## src/crle_pkg.sv

```systemverilog
// Shared types, constants and helpers for the coefficient run-length encoder.
// No dependencies; every other file refers to it by scoped names.
package crle_pkg;

	localparam int BLOCK_ELEMS = 64;
	localparam int POS_W       = $clog2(BLOCK_ELEMS);
	localparam int ZC_W        = POS_W;
	localparam int COEF_W      = 16;
	localparam int RUN_W       = 6;
	localparam int LIM_W       = 7;
	localparam int LIM_RESET   = 16;
	localparam int LIM_MAX     = 2 ** RUN_W;
	localparam int CMP_W       = (ZC_W > LIM_W) ? ZC_W : LIM_W;
	localparam int CMDQ_DEPTH  = 2;
	localparam int CMDQ_IDX_W  = (CMDQ_DEPTH > 1) ? $clog2(CMDQ_DEPTH) : 1;
	localparam int CMDQ_CNT_W  = $clog2(CMDQ_DEPTH + 1);

	// One classified coefficient: what the back end has to emit for it.
	typedef struct packed {
		logic                     has_value;
		logic                     has_eob;
		logic [ZC_W-1:0]          zero_count;
		logic signed [COEF_W-1:0] coef;
	} cmd_t;

	// Clamp the raw limit register into 1..LIM_MAX.
	function automatic logic [LIM_W-1:0] eff_limit(input logic [LIM_W-1:0] raw);
		logic [LIM_W-1:0] lim;
		lim = raw;
		if (raw == '0) begin
			lim = LIM_W'(1);
		end else if (raw > LIM_W'(LIM_MAX)) begin
			lim = LIM_W'(LIM_MAX);
		end
		return lim;
	endfunction

endpackage

```

## src/crle_front.sv

```systemverilog
// Front end: accepts coefficients, tracks block position and zero count,
// and classifies each item into a command. Depends on crle_pkg.
module crle_front (
	input  logic                               clk,
	input  logic                               arst_n,
	input  logic                               push,
	output logic                               full,
	input  logic signed [crle_pkg::COEF_W-1:0] coef,
	input  logic                               cmdq_full,
	output logic                               cmd_push,
	output crle_pkg::cmd_t                     cmd
);

	logic [crle_pkg::POS_W-1:0] position_q;
	logic [crle_pkg::ZC_W-1:0]  zero_count_q;
	logic                       accept;
	logic                       at_first;
	logic                       at_end;

	assign full   = cmdq_full;
	assign accept = push && !cmdq_full;

	always_comb begin
		at_first       = (position_q == '0);
		at_end         = (position_q == crle_pkg::POS_W'(crle_pkg::BLOCK_ELEMS - 1));
		cmd.has_value  = at_first || (coef != '0);
		cmd.has_eob    = at_end;
		cmd.zero_count = at_first ? '0 : zero_count_q;
		cmd.coef       = coef;
		cmd_push       = accept && (cmd.has_value || cmd.has_eob);
	end

	always_ff @(posedge clk or negedge arst_n) begin
		if (!arst_n) begin
			position_q   <= '0;
			zero_count_q <= '0;
		end else if (accept) begin
			// advance position, wrap at block end
			position_q <= at_end ? '0 : position_q + crle_pkg::POS_W'(1);
			// clear count on any emitted value or block end, else count the zero
			if (at_end || cmd.has_value) begin
				zero_count_q <= '0;
			end else begin
				zero_count_q <= zero_count_q + crle_pkg::ZC_W'(1);
			end
		end
	end

endmodule

```

## src/crle_cmdq.sv

```systemverilog
// Short command queue between front and back end.
// Depends on crle_pkg for the command type and depth.
module crle_cmdq (
	input  logic           clk,
	input  logic           arst_n,
	input  logic           wr_en,
	input  crle_pkg::cmd_t wr_data,
	output logic           full,
	input  logic           rd_en,
	output crle_pkg::cmd_t rd_data,
	output logic           empty
);

	crle_pkg::cmd_t                  mem_q [crle_pkg::CMDQ_DEPTH];
	logic [crle_pkg::CMDQ_IDX_W-1:0] wr_ptr_q;
	logic [crle_pkg::CMDQ_IDX_W-1:0] rd_ptr_q;
	logic [crle_pkg::CMDQ_CNT_W-1:0] count_q;
	logic                            do_wr;
	logic                            do_rd;

	assign full    = (count_q == crle_pkg::CMDQ_CNT_W'(crle_pkg::CMDQ_DEPTH));
	assign empty   = (count_q == '0);
	assign do_wr   = wr_en && !full;
	assign do_rd   = rd_en && !empty;
	assign rd_data = mem_q[rd_ptr_q];

	function automatic logic [crle_pkg::CMDQ_IDX_W-1:0] next_ptr(
		input logic [crle_pkg::CMDQ_IDX_W-1:0] p);
		logic [crle_pkg::CMDQ_IDX_W-1:0] n;
		n = (p == crle_pkg::CMDQ_IDX_W'(crle_pkg::CMDQ_DEPTH - 1)) ? '0
			: p + crle_pkg::CMDQ_IDX_W'(1);
		return n;
	endfunction

	always_ff @(posedge clk) begin
		if (do_wr) begin
			mem_q[wr_ptr_q] <= wr_data;
		end
	end

	always_ff @(posedge clk or negedge arst_n) begin
		if (!arst_n) begin
			wr_ptr_q <= '0;
			rd_ptr_q <= '0;
			count_q  <= '0;
		end else begin
			if (do_wr) begin
				wr_ptr_q <= next_ptr(wr_ptr_q);
			end
			if (do_rd) begin
				rd_ptr_q <= next_ptr(rd_ptr_q);
			end
			if (do_wr && !do_rd) begin
				count_q <= count_q + crle_pkg::CMDQ_CNT_W'(1);
			end else if (do_rd && !do_wr) begin
				count_q <= count_q - crle_pkg::CMDQ_CNT_W'(1);
			end
		end
	end

endmodule

```

## src/crle_back.sv

```systemverilog
// Back end: expands one command into run-limit, value and end-of-block pairs, one
// per cycle unless the output stalls, into the output register. Depends on crle_pkg.
module crle_back (
	input  logic                               clk,
	input  logic                               arst_n,
	input  logic [crle_pkg::LIM_W-1:0]         limit,
	input  logic                               cmd_empty,
	input  crle_pkg::cmd_t                     cmd_head,
	output logic                               cmd_pop,
	output logic                               idle,
	output logic                               empty,
	input  logic                               pop,
	output logic [crle_pkg::RUN_W-1:0]         run,
	output logic signed [crle_pkg::COEF_W-1:0] amplitude,
	output logic                               end_of_block,
	output logic                               last
);

	logic                               busy_q;
	logic                               has_value_q;
	logic                               has_eob_q;
	logic signed [crle_pkg::COEF_W-1:0] coef_q;
	logic [crle_pkg::ZC_W-1:0]          rem_q;
	logic                               out_valid_q;
	logic [crle_pkg::RUN_W-1:0]         run_q;
	logic signed [crle_pkg::COEF_W-1:0] amplitude_q;
	logic                               eob_q;
	logic                               last_q;

	logic                       load;
	logic                       can_emit;
	logic                       emit_limit;
	logic [crle_pkg::CMP_W-1:0] rem_ext;
	logic [crle_pkg::CMP_W-1:0] lim_ext;
	logic [crle_pkg::CMP_W-1:0] rem_diff;

	assign load         = !busy_q && !cmd_empty;
	assign cmd_pop      = load;
	assign idle         = !busy_q;
	assign can_emit     = busy_q && (!out_valid_q || pop);
	assign rem_ext      = crle_pkg::CMP_W'(rem_q);
	assign lim_ext      = crle_pkg::CMP_W'(limit);
	assign rem_diff     = rem_ext - lim_ext;
	assign emit_limit   = has_value_q && (rem_ext >= lim_ext);

	assign empty        = !out_valid_q;
	assign run          = run_q;
	assign amplitude    = amplitude_q;
	assign end_of_block = eob_q;
	assign last         = last_q;

	always_ff @(posedge clk or negedge arst_n) begin
		if (!arst_n) begin
			busy_q      <= 1'b0;
			has_value_q <= 1'b0;
			has_eob_q   <= 1'b0;
			out_valid_q <= 1'b0;
		end else begin
			if (load) begin
				busy_q      <= 1'b1;
				has_value_q <= cmd_head.has_value;
				has_eob_q   <= cmd_head.has_eob;
			end else if (can_emit && !emit_limit) begin
				// value pair done, end-of-block pair follows if flagged; end-of-block pair done, go idle
				if (has_value_q) begin
					has_value_q <= 1'b0;
					busy_q      <= has_eob_q;
				end else begin
					busy_q <= 1'b0;
				end
			end
			if (can_emit) begin
				out_valid_q <= 1'b1;
			end else if (pop) begin
				out_valid_q <= 1'b0;
			end
		end
	end

	always_ff @(posedge clk) begin
		if (load) begin
			coef_q <= cmd_head.coef;
			rem_q  <= cmd_head.zero_count;
		end else if (can_emit && emit_limit) begin
			rem_q <= crle_pkg::ZC_W'(rem_diff);
		end
		if (can_emit) begin
			if (emit_limit) begin
				run_q       <= crle_pkg::RUN_W'(limit - crle_pkg::LIM_W'(1));
				amplitude_q <= '0;
				eob_q       <= 1'b0;
				last_q      <= 1'b0;
			end else if (has_value_q) begin
				run_q       <= crle_pkg::RUN_W'(rem_q);
				amplitude_q <= coef_q;
				eob_q       <= 1'b0;
				last_q      <= !has_eob_q;
			end else begin
				run_q       <= '0;
				amplitude_q <= '0;
				eob_q       <= 1'b1;
				last_q      <= 1'b1;
			end
		end
	end

endmodule

```

## src/coefficient_run_length_encoder_top.sv

```systemverilog
// An accepted item goes as a command through the queue to the back end, which
// takes it and then writes its results one by one into the output register.
// The back end takes a new command only when it is through with the last one;
// items that emit no result push no command into the queue.
// Reset (arst_n low, asynchronous): block position, zero count, queue and
// output register clear; the zero-run limit returns to 16. Depends on crle_pkg.
module coefficient_run_length_encoder_top (
	input  logic                               clk,
	input  logic                               arst_n,
	// coefficient input, queue style
	input  logic                               push,
	output logic                               full,
	input  logic signed [crle_pkg::COEF_W-1:0] coef,
	// result output, queue style
	output logic                               empty,
	input  logic                               pop,
	output logic [crle_pkg::RUN_W-1:0]         run,
	output logic signed [crle_pkg::COEF_W-1:0] amplitude,
	output logic                               end_of_block,
	output logic                               last,
	// zero-run limit register write channel
	input  logic                               cfg_valid,
	output logic                               cfg_ready,
	input  logic [crle_pkg::LIM_W-1:0]         cfg_data
);

	// Effective limit, clamped to 1..64 when written so the back end sees a
	// legal value directly.
	logic [crle_pkg::LIM_W-1:0] limit_q;

	logic           cmd_push;
	crle_pkg::cmd_t cmd_in;
	logic           cmdq_full;
	logic           cmd_pop;
	crle_pkg::cmd_t cmd_head;
	logic           cmdq_empty;
	logic           back_idle;

	// Accept a write only while no command waits or runs, so queued items
	// keep the limit they were sent under.
	assign cfg_ready = cmdq_empty && back_idle;

	always_ff @(posedge clk or negedge arst_n) begin
		if (!arst_n) begin
			limit_q <= crle_pkg::LIM_W'(crle_pkg::LIM_RESET);
		end else if (cfg_valid && cfg_ready) begin
			limit_q <= crle_pkg::eff_limit(cfg_data);
		end
	end

	// Front: classify each coefficient, hold position and zero count.
	crle_front u_front (
		.clk       (clk),
		.arst_n    (arst_n),
		.push      (push),
		.full      (full),
		.coef      (coef),
		.cmdq_full (cmdq_full),
		.cmd_push  (cmd_push),
		.cmd       (cmd_in)
	);

	// Decouple the front from the back so each can stall on its own.
	crle_cmdq u_cmdq (
		.clk     (clk),
		.arst_n  (arst_n),
		.wr_en   (cmd_push),
		.wr_data (cmd_in),
		.full    (cmdq_full),
		.rd_en   (cmd_pop),
		.rd_data (cmd_head),
		.empty   (cmdq_empty)
	);

	// Back: expand each command into pairs and drive the output register.
	crle_back u_back (
		.clk          (clk),
		.arst_n       (arst_n),
		.limit        (limit_q),
		.cmd_empty    (cmdq_empty),
		.cmd_head     (cmd_head),
		.cmd_pop      (cmd_pop),
		.idle         (back_idle),
		.empty        (empty),
		.pop          (pop),
		.run          (run),
		.amplitude    (amplitude),
		.end_of_block (end_of_block),
		.last         (last)
	);

endmodule

```

## config.mk

```make
export PLATFORM = sky130hd
export DESIGN_NAME = coefficient_run_length_encoder_top
export DESIGN_NICKNAME = d
export VERILOG_FILES = /design/src/crle_pkg.sv /design/src/crle_front.sv /design/src/crle_cmdq.sv /design/src/crle_back.sv /design/src/coefficient_run_length_encoder_top.sv
export SDC_FILE = /design/constraint.sdc
export NUM_CORES = 1
export LEC_CHECK = 0
export ABC_CLOCK_PERIOD_IN_PS = 3100
export BUFFER_PORTS_ARGS = -buffer_cell sky130_fd_sc_hd__buf_2
export CORE_ASPECT_RATIO = 0.7
export CORE_UTILIZATION = 50
export DETAILED_ROUTE_END_ITERATION = 8
export PLACE_DENSITY_LB_ADDON = 0.12
export SETUP_SLACK_MARGIN = 0.02
export SKIP_LAST_GASP = 1
export SYNTH_ARGS = -nofsm -noshare
export SYNTH_HDL_FRONTEND = slang
export SYNTH_SLANG_ARGS = --single-unit
```

## constraint.sdc

```tcl
create_clock -name clk -period 3.1 [get_ports clk]
set_input_delay 0.62 -clock clk [delete_from_list [all_inputs] [get_ports clk]]
set_output_delay 0.62 -clock clk [all_outputs]
set_load 0.05 [all_outputs]
```

==> summary.txt, run 1 <==
count of final hold-check violations: 0
H-tree depth: 4
final worst-path cycle share: 79.9%
Max Fclk: 404 MHz
DRT iter0 DRCs: 254
vias: 3065
clk sinks: 121
cells after synthesis: 368
largest net degree at the start of global routing: 28
Mapped Avg Cell Area: 14.2 µm²
HP Class: in -> async
max-cap viol count: 0
GRT overflow: 0
die area: 10800 µm²
Setup TNS: 0 ns
Clock Tree Buf Depth: 2
share of cells above drive strength 1: 27.8%
CTS tree: done
Detailed Route WL: 9.45 mm
CP Launch Type: flip-flop
port bufs: 54
placed insts: 546
pwr dens: 1250 nW/µm²
fin crit period: 2.48 ns
Slew Limit Fails: 0
Clk pin slew, worst setup/hold paths: 0.06 ns
worst vdd ir: 0.552 mV
remaining antenna violation count after routing: 0
# diodes: 0
routed vias/inst: 5.30
Yosys cell types: 54
fin nets: 477
Post-Syn Area: 5210 µm²
Tot GR Track Use: 19.0%
Synth Flop Type: edfxtp_1
initial antenna violation count: 0
commonest non-fill, non-tap cell in the layout: edfxtp_1
post-synthesis async set-or-reset flop share: 22.3%
Post-synth EDFFs: 94
worst-margin pin slew: 0.737 ns
Worst setup EP type: flip-flop
CTS Buf Count: 17
gpl congestion: 0.868
root buffer cell: clkbuf_16
Post-DP HPWL: 6.56 mm
drt pass-1 iters: 4
most frequent cells in the layout: 94 x edfxtp_1, 54 x buf_2, 26 x dfrtp_1, 22 x inv_1, 22 x nand2_1
vias in the first global route: 2824
status: complete, no violations
P_leak: 2.47 nW
Core ar.: 9910 µm²
post_cts resized: 0
kind of critical path: reg -> reg
arrival time worst endpoint: 2.50 ns
post-synthesis register bit count: 121
Die Wd: 124 µm
post-DR wirelength/cell: 16.3 µm
Clock Latency Late Sink: 0.40 ns
post-synth net total: 408
CP max FO: 9
Synth-to-Final Area Change: 20.2%
first-pass GRT wire length: 14.9 mm
chip height: 87.4 µm
RSZ-0062 raised after global routing: false
final setup violating endpoints: 0
Worst Clk Skew: 0.00922 ns
cts hold-fix bufs: 0
Slew headroom: 50.8%
Starting Density: 52.6%
drt drc: 0
synth warn: 0
final cell count without fillers: 578
Worst Path Required: 3.13 ns
Post-CTS Setup Repair Bufs: 0
# rows: 30
I/O pins: 55
sequential element share of the synthesized area: 67.1%
==> metal layers <==
| metal | track usage, % | wire length [µm] |
|---|---|---|
| met1 | 29.1 | 4870 |
| met2 | 25.4 | 3980 |
| met3 | 5.10 | 443 |
| met4 | 7.47 | 151 |
| met5 | 0 | 0 |
==> synthesized netlist by cell type (2+ instances only) <==
cell / count / area share [%]
a211oi_1: 15 / 2.2
a21o_1: 2 / 0.29
a21oi_1: 12 / 1.2
a21oi_2: 2 / 0.34
a41oi_1: 4 / 0.67
and2_1: 3 / 0.36
and3_1: 20 / 2.4
buf_2: 7 / 0.67
clkbuf_1: 3 / 0.22
clkinv_1: 2 / 0.14
dfrtp_1: 26 / 12
edfxtp_1: 94 / 54
ha_1: 11 / 2.6
inv_1: 22 / 1.6
mux2_2: 17 / 3.7
mux2i_1: 5 / 0.96
nand2_1: 22 / 1.6
nand2b_1: 10 / 1.2
nand3_1: 7 / 0.67
nand4_1: 4 / 0.48
nor2_1: 5 / 0.36
nor2b_1: 8 / 0.96
nor3_1: 2 / 0.19
nor4_1: 4 / 0.48
o211ai_1: 2 / 0.29
o21ai_0: 6 / 0.58
o21ai_1: 9 / 0.86
o22ai_1: 6 / 0.72
o31ai_1: 2 / 0.29
or3_1: 2 / 0.24
xnor2_1: 9 / 1.5
xor2_1: 3 / 0.50
==> metrics by stage <==
step                power [W]  hold WS, ns  cell area (µm²)  utilization, %  setup slack, ns
CTS                   0.00789        0.259             6260            63.2            0.627
floorplan             0.00511        0.324             5210               -            0.264
global placement      0.00575        0.455             5640            56.9            0.671
finish                0.00784        0.236             6260            63.2            0.624
global route          0.00827        0.297             6260            63.2            0.479
detailed placement    0.00580        0.468             5640            56.9            0.613
==> state kept, by name, indices dropped and copies added (netlist names), 2 cells and up <==
register / count
limit_q: 7
u_back.amplitude: 16
u_back.coef_q: 16
u_back.rem_q: 6
u_back.run: 6
u_cmdq.count_q: 2
u_cmdq.mem_q: 48
u_front.position_q: 6
u_front.zero_count_q: 6
==> power by group <==
part	total (W)	switching [W]	internal, W
Clock	0.00205	0.000706	0.00135
Sequential	0.00287	0.000331	0.00254
Combinational	0.00291	0.00192	0.000991
Total	0.00784	0.00295	0.00488
==> worst paths after layout <==
| check | startpoint | to | slack (ns) | cells past startpoint |
|---|---|---|---|---|
| worst max register to register | limit_q[4]$_DFFE_PN1P_ | u_back.rem_q[4]$_DFFE_PP_ | 0.62 | 6 |
| min in group clk | coef[8] | u_cmdq.mem_q[1][8]$_DFFE_PP_ | 0.42 | 1 |
| worst min-delay path | arst_n | u_front.position_q[2]$_DFFE_PN0N_ | 0.24 | 1 |
| worst min register to register | limit_q[4]$_DFFE_PN1P_ | limit_q[4]$_DFFE_PN1P_ | 0.48 | 2 |
| worst max-delay path | limit_q[4]$_DFFE_PN1P_ | u_back.rem_q[4]$_DFFE_PP_ | 0.62 | 6 |
| max in group asynchronous | arst_n | u_cmdq.rd_ptr_q$_DFFE_PN0P_ | 2.45 | 1 |
==> layout make-up <==
| class | instances | area (µm²) |
|---|---|---|
| clock buffers | 17 | 425 |
| clock inverters | 15 | 198 |
| fillers | 757 | 3650 |
| inverters | 25 | 93.8 |
| multi-input cells | 211 | 1560 |
| flip-flops and latches | 121 | 3500 |
| well taps | 128 | 160 |
| repair buffers | 61 | 323 |
==> cell families (layout without fill, tap and decap cells) <==
kind of cell | after synthesis | count (layout) | synth area share (%)
compound gates | 70 | 70 | 9.70
xor+xnor | 12 | 12 | 2.02
fa+ha+maj | 12 | 12 | 3.02
buf+inv | 36 | 118 | 2.90
flops | 121 | 121 | 67.1
mux | 23 | 23 | 4.85
simple gates | 94 | 94 | 10.4
==> worst max-delay path, cell delays in order (launching register included) <==
cell and delay (ns):
dfstp_2 0.53, inv_1 0.08, ha_1 0.34, a21oi_1 0.09, o22ai_2 0.37, a21oi_2 0.08, o31ai_2 0.60
No activity file was read; power rests on OpenSTA's default activity.
==> run 2, diff against run 1 <==
--- a/config.mk
+++ b/config.mk
@@ -5,7 +5,7 @@
 export SDC_FILE = /design/constraint.sdc
 export NUM_CORES = 1
 export LEC_CHECK = 0
-export ABC_CLOCK_PERIOD_IN_PS = 3100
+export ABC_CLOCK_PERIOD_IN_PS = 2600
 export BUFFER_PORTS_ARGS = -buffer_cell sky130_fd_sc_hd__buf_2
 export CORE_ASPECT_RATIO = 0.7
 export CORE_UTILIZATION = 50
==> constraint.sdc (replaced) <==
create_clock -name clk -period 2.6 [get_ports clk]
set_input_delay 0.52 -clock clk [delete_from_list [all_inputs] [get_ports clk]]
set_output_delay 0.52 -clock clk [all_outputs]
set_load 0.05 [all_outputs]
==> run 2 against run 1 <==
Clock power is 13% higher. Die area did not move. First-iteration DRC count fell by 0.39%. Hold slack worse by 0.10 ns. Highest routed layer unchanged. Combinational power grew 23%. Via count rose by 3.0%. Critical path depth unchanged.
==> summary.txt, run 2 (synthesis results as in run 1) <==
status: complete, no violations (unchanged)
gpl congestion: 0.879 (was 0.868)
pwr dens: 1490 nW/µm² (was 1250 nW/µm²)
instance count on the critical path: 6 (unchanged)
Critical path buffers and inverters: 1 (unchanged)
I/O pins: 55 (unchanged)
chip height: 87.4 µm (unchanged)
Post-DP HPWL: 6.76 mm (was 6.56 mm)
post-DR wirelength/cell: 17.3 µm (was 16.3 µm)
initial antenna violation count: 0 (unchanged)
commonest non-fill, non-tap cell in the layout: edfxtp_1 (unchanged)
Worst Path Required: 2.64 ns (was 3.13 ns)
Biggest register: u_cmdq.mem_q (unchanged)
CP startpoint: limit_q[4]$_DFFE_PN1P_ (unchanged)
Clock Tree Buf Depth: 2 (unchanged)
setup slack, reg-to-reg: 0.29 ns (was 0.62 ns)
# rows: 30 (unchanged)
worst-margin pin slew: 0.969 ns (was 0.737 ns)
Core ar.: 9910 µm² (unchanged)
RSZ-0062 raised after global routing: false (unchanged)
CP peak stage delay: 0.53 ns (was 0.60 ns)
Slew headroom: 35.3% (was 50.8%)
Max Fclk: 433 MHz (was 404 MHz)
max-cap viol count: 0 (unchanged)
DRT iter0 DRCs: 253 (was 254)
vias in the first global route: 2913 (was 2824)
share of cells above drive strength 1: 27.5% (was 27.8%)
H-tree depth: 4 (unchanged)
delay-heaviest family, CP: compound AO/OA/AOI/OAI gates (unchanged)
final worst-path cycle share: 88.8% (was 79.9%)
final setup violating endpoints: 0 (unchanged)
CP max FO: 9 (unchanged)
CP Launch Type: flip-flop (unchanged)
remaining antenna violation count after routing: 0 (unchanged)
Slew Limit Fails: 0 (unchanged)
post_cts resized: 0 (unchanged)
largest net degree at the start of global routing: 28 (unchanged)
drt drc: 0 (unchanged)
Clk pin slew, worst setup/hold paths: 0.06 ns (about the same)
GRT overflow: 0 (unchanged)
crit path capture: u_back.rem_q[0]$_DFFE_PP_ (was u_back.rem_q[4]$_DFFE_PP_)
count of final hold-check violations: 0 (unchanged)
Starting Density: 52.6% (unchanged)
HP Class: in -> async (unchanged)
fin crit period: 2.31 ns (was 2.48 ns)
Setup TNS: 0 ns (unchanged)
CP max stage cell: dfstp_2 (was o31ai_2)
vias: 3157 (was 3065)
Worst Clk Skew: 0.00944 ns (was 0.00922 ns)
kind of critical path: reg -> reg (unchanged)
CP Cell Sequence: inv_1 > ha_1 > a21oi_1 > o22ai_2 > a21oi_2 > o31ai_2 (unchanged)
Tot GR Track Use: 20.2% (was 19.0%)
first-pass GRT wire length: 15.6 mm (was 14.9 mm)
P_leak: 2.46 nW (was 2.47 nW)
Clock Latency Late Sink: 0.41 ns (was 0.40 ns)
fin nets: 478 (was 477)
drt pass-1 iters: 4 (unchanged)
CTS tree: done (unchanged)
max FFs per register: 48 (unchanged)
Worst setup EP type: flip-flop (unchanged)
Worst R2R Start: limit_q[4]$_DFFE_PN1P_ (unchanged)
routed vias/inst: 5.45 (was 5.30)
clk sinks: 121 (unchanged)
Synth-to-Final Area Change: 19.6% (was 20.2%)
Post-CTS Setup Repair Bufs: 0 (unchanged)
root buffer cell: clkbuf_16 (unchanged)
port bufs: 54 (unchanged)
post-layout instance area: 6230 µm² (was 6260 µm²)
most frequent cells in the layout: 94 x edfxtp_1, 54 x buf_2, 26 x dfrtp_1, 22 x inv_1, 22 x nand2_1 (unchanged)
Worst R2R End: u_back.rem_q[0]$_DFFE_PP_ (was u_back.rem_q[4]$_DFFE_PP_)
# diodes: 0 (unchanged)
die area: 10800 µm² (unchanged)
cts hold-fix bufs: 0 (unchanged)
arrival time worst endpoint: 2.35 ns (was 2.50 ns)
Die Wd: 124 µm (unchanged)
R2R depth: 6 (unchanged)
Detailed Route WL: 10.0 mm (was 9.45 mm)
placed cell area: 5650 µm² (was 5640 µm²)
worst vdd ir: 0.610 mV (was 0.552 mV)
CTS Buf Count: 17 (unchanged)
run 2: cell count changes in the layout (fill, tap and decap cells not counted), sizes merged:
cell / change
clkinv: +2
buf: +1
clkbuf: +1
bufinv: -1
inv: -2
run 2: worst min-delay path by stage:
stage | end | slack (ns) | from
after floorplan | limit_q[0]$_DFFE_PN0P_ | 0.22 | arst_n
after global placement | limit_q[4]$_DFFE_PN1P_ | 0.46 | limit_q[4]$_DFFE_PN1P_
after detailed placement | limit_q[4]$_DFFE_PN1P_ | 0.45 | limit_q[4]$_DFFE_PN1P_
after CTS | u_front.position_q[1]$_DFFE_PN0N_ | 0.14 | arst_n
after global routing | u_front.position_q[1]$_DFFE_PN0N_ | 0.18 | arst_n
final | u_front.position_q[1]$_DFFE_PN0N_ | 0.13 | arst_n
run 2: metal layers:
layer  global-route usage, %  up-vias  part of all wire [%]
met5                       0        -                     0
met1                    31.3     1545                    52
met4                    5.95        0                  0.66
met2                    27.0       81                    43
met3                    5.96        7                   5.0
li1                        -     1524                     -
run 2: final cells by class:
cell class,instances,area (µm²)
well taps,128,160
flip-flops and latches,121,3500
clock buffers,18,429
fillers,765,3680
multi-input cells,211,1560
clock inverters,14,155
inverters,25,93.8
repair buffers,62,330
run 2: power by group:
part	total [W]	internal (W)	leakage, nW	switching (W)
clock	0.00231	0.00149	0.285	0.000820
combinational	0.00359	0.00119	0.942	0.00240
sequential	0.00339	0.00304	1.23	0.000355
total	0.00930	0.00572	2.46	0.00358
run 2: worst reg2reg max path: cells and delay by family, from the launching register on:
| kind | cells | cell delay, ns |
|---|---|---|
| AO/OA/AOI/OAI | 4 | 1.01 |
| flip-flops | 1 | 0.53 |
| adder cells (fa/ha/maj) | 1 | 0.32 |
| buffers and inverters | 1 | 0.07 |
run 2: through the flow:
stage	hold WS, ns	util [%]	instances	setup WS [ns]	total power, W
after detailed placement	0.453	57.0	547	0.326	0.00700
final	0.131	62.9	579	0.290	0.00930
after floorplan	0.224	-	368	0.184	0.00610
after global placement	0.458	57.0	547	0.409	0.00694
after global routing	0.182	62.9	579	0.149	0.00979
after CTS	0.142	62.9	579	0.308	0.00935
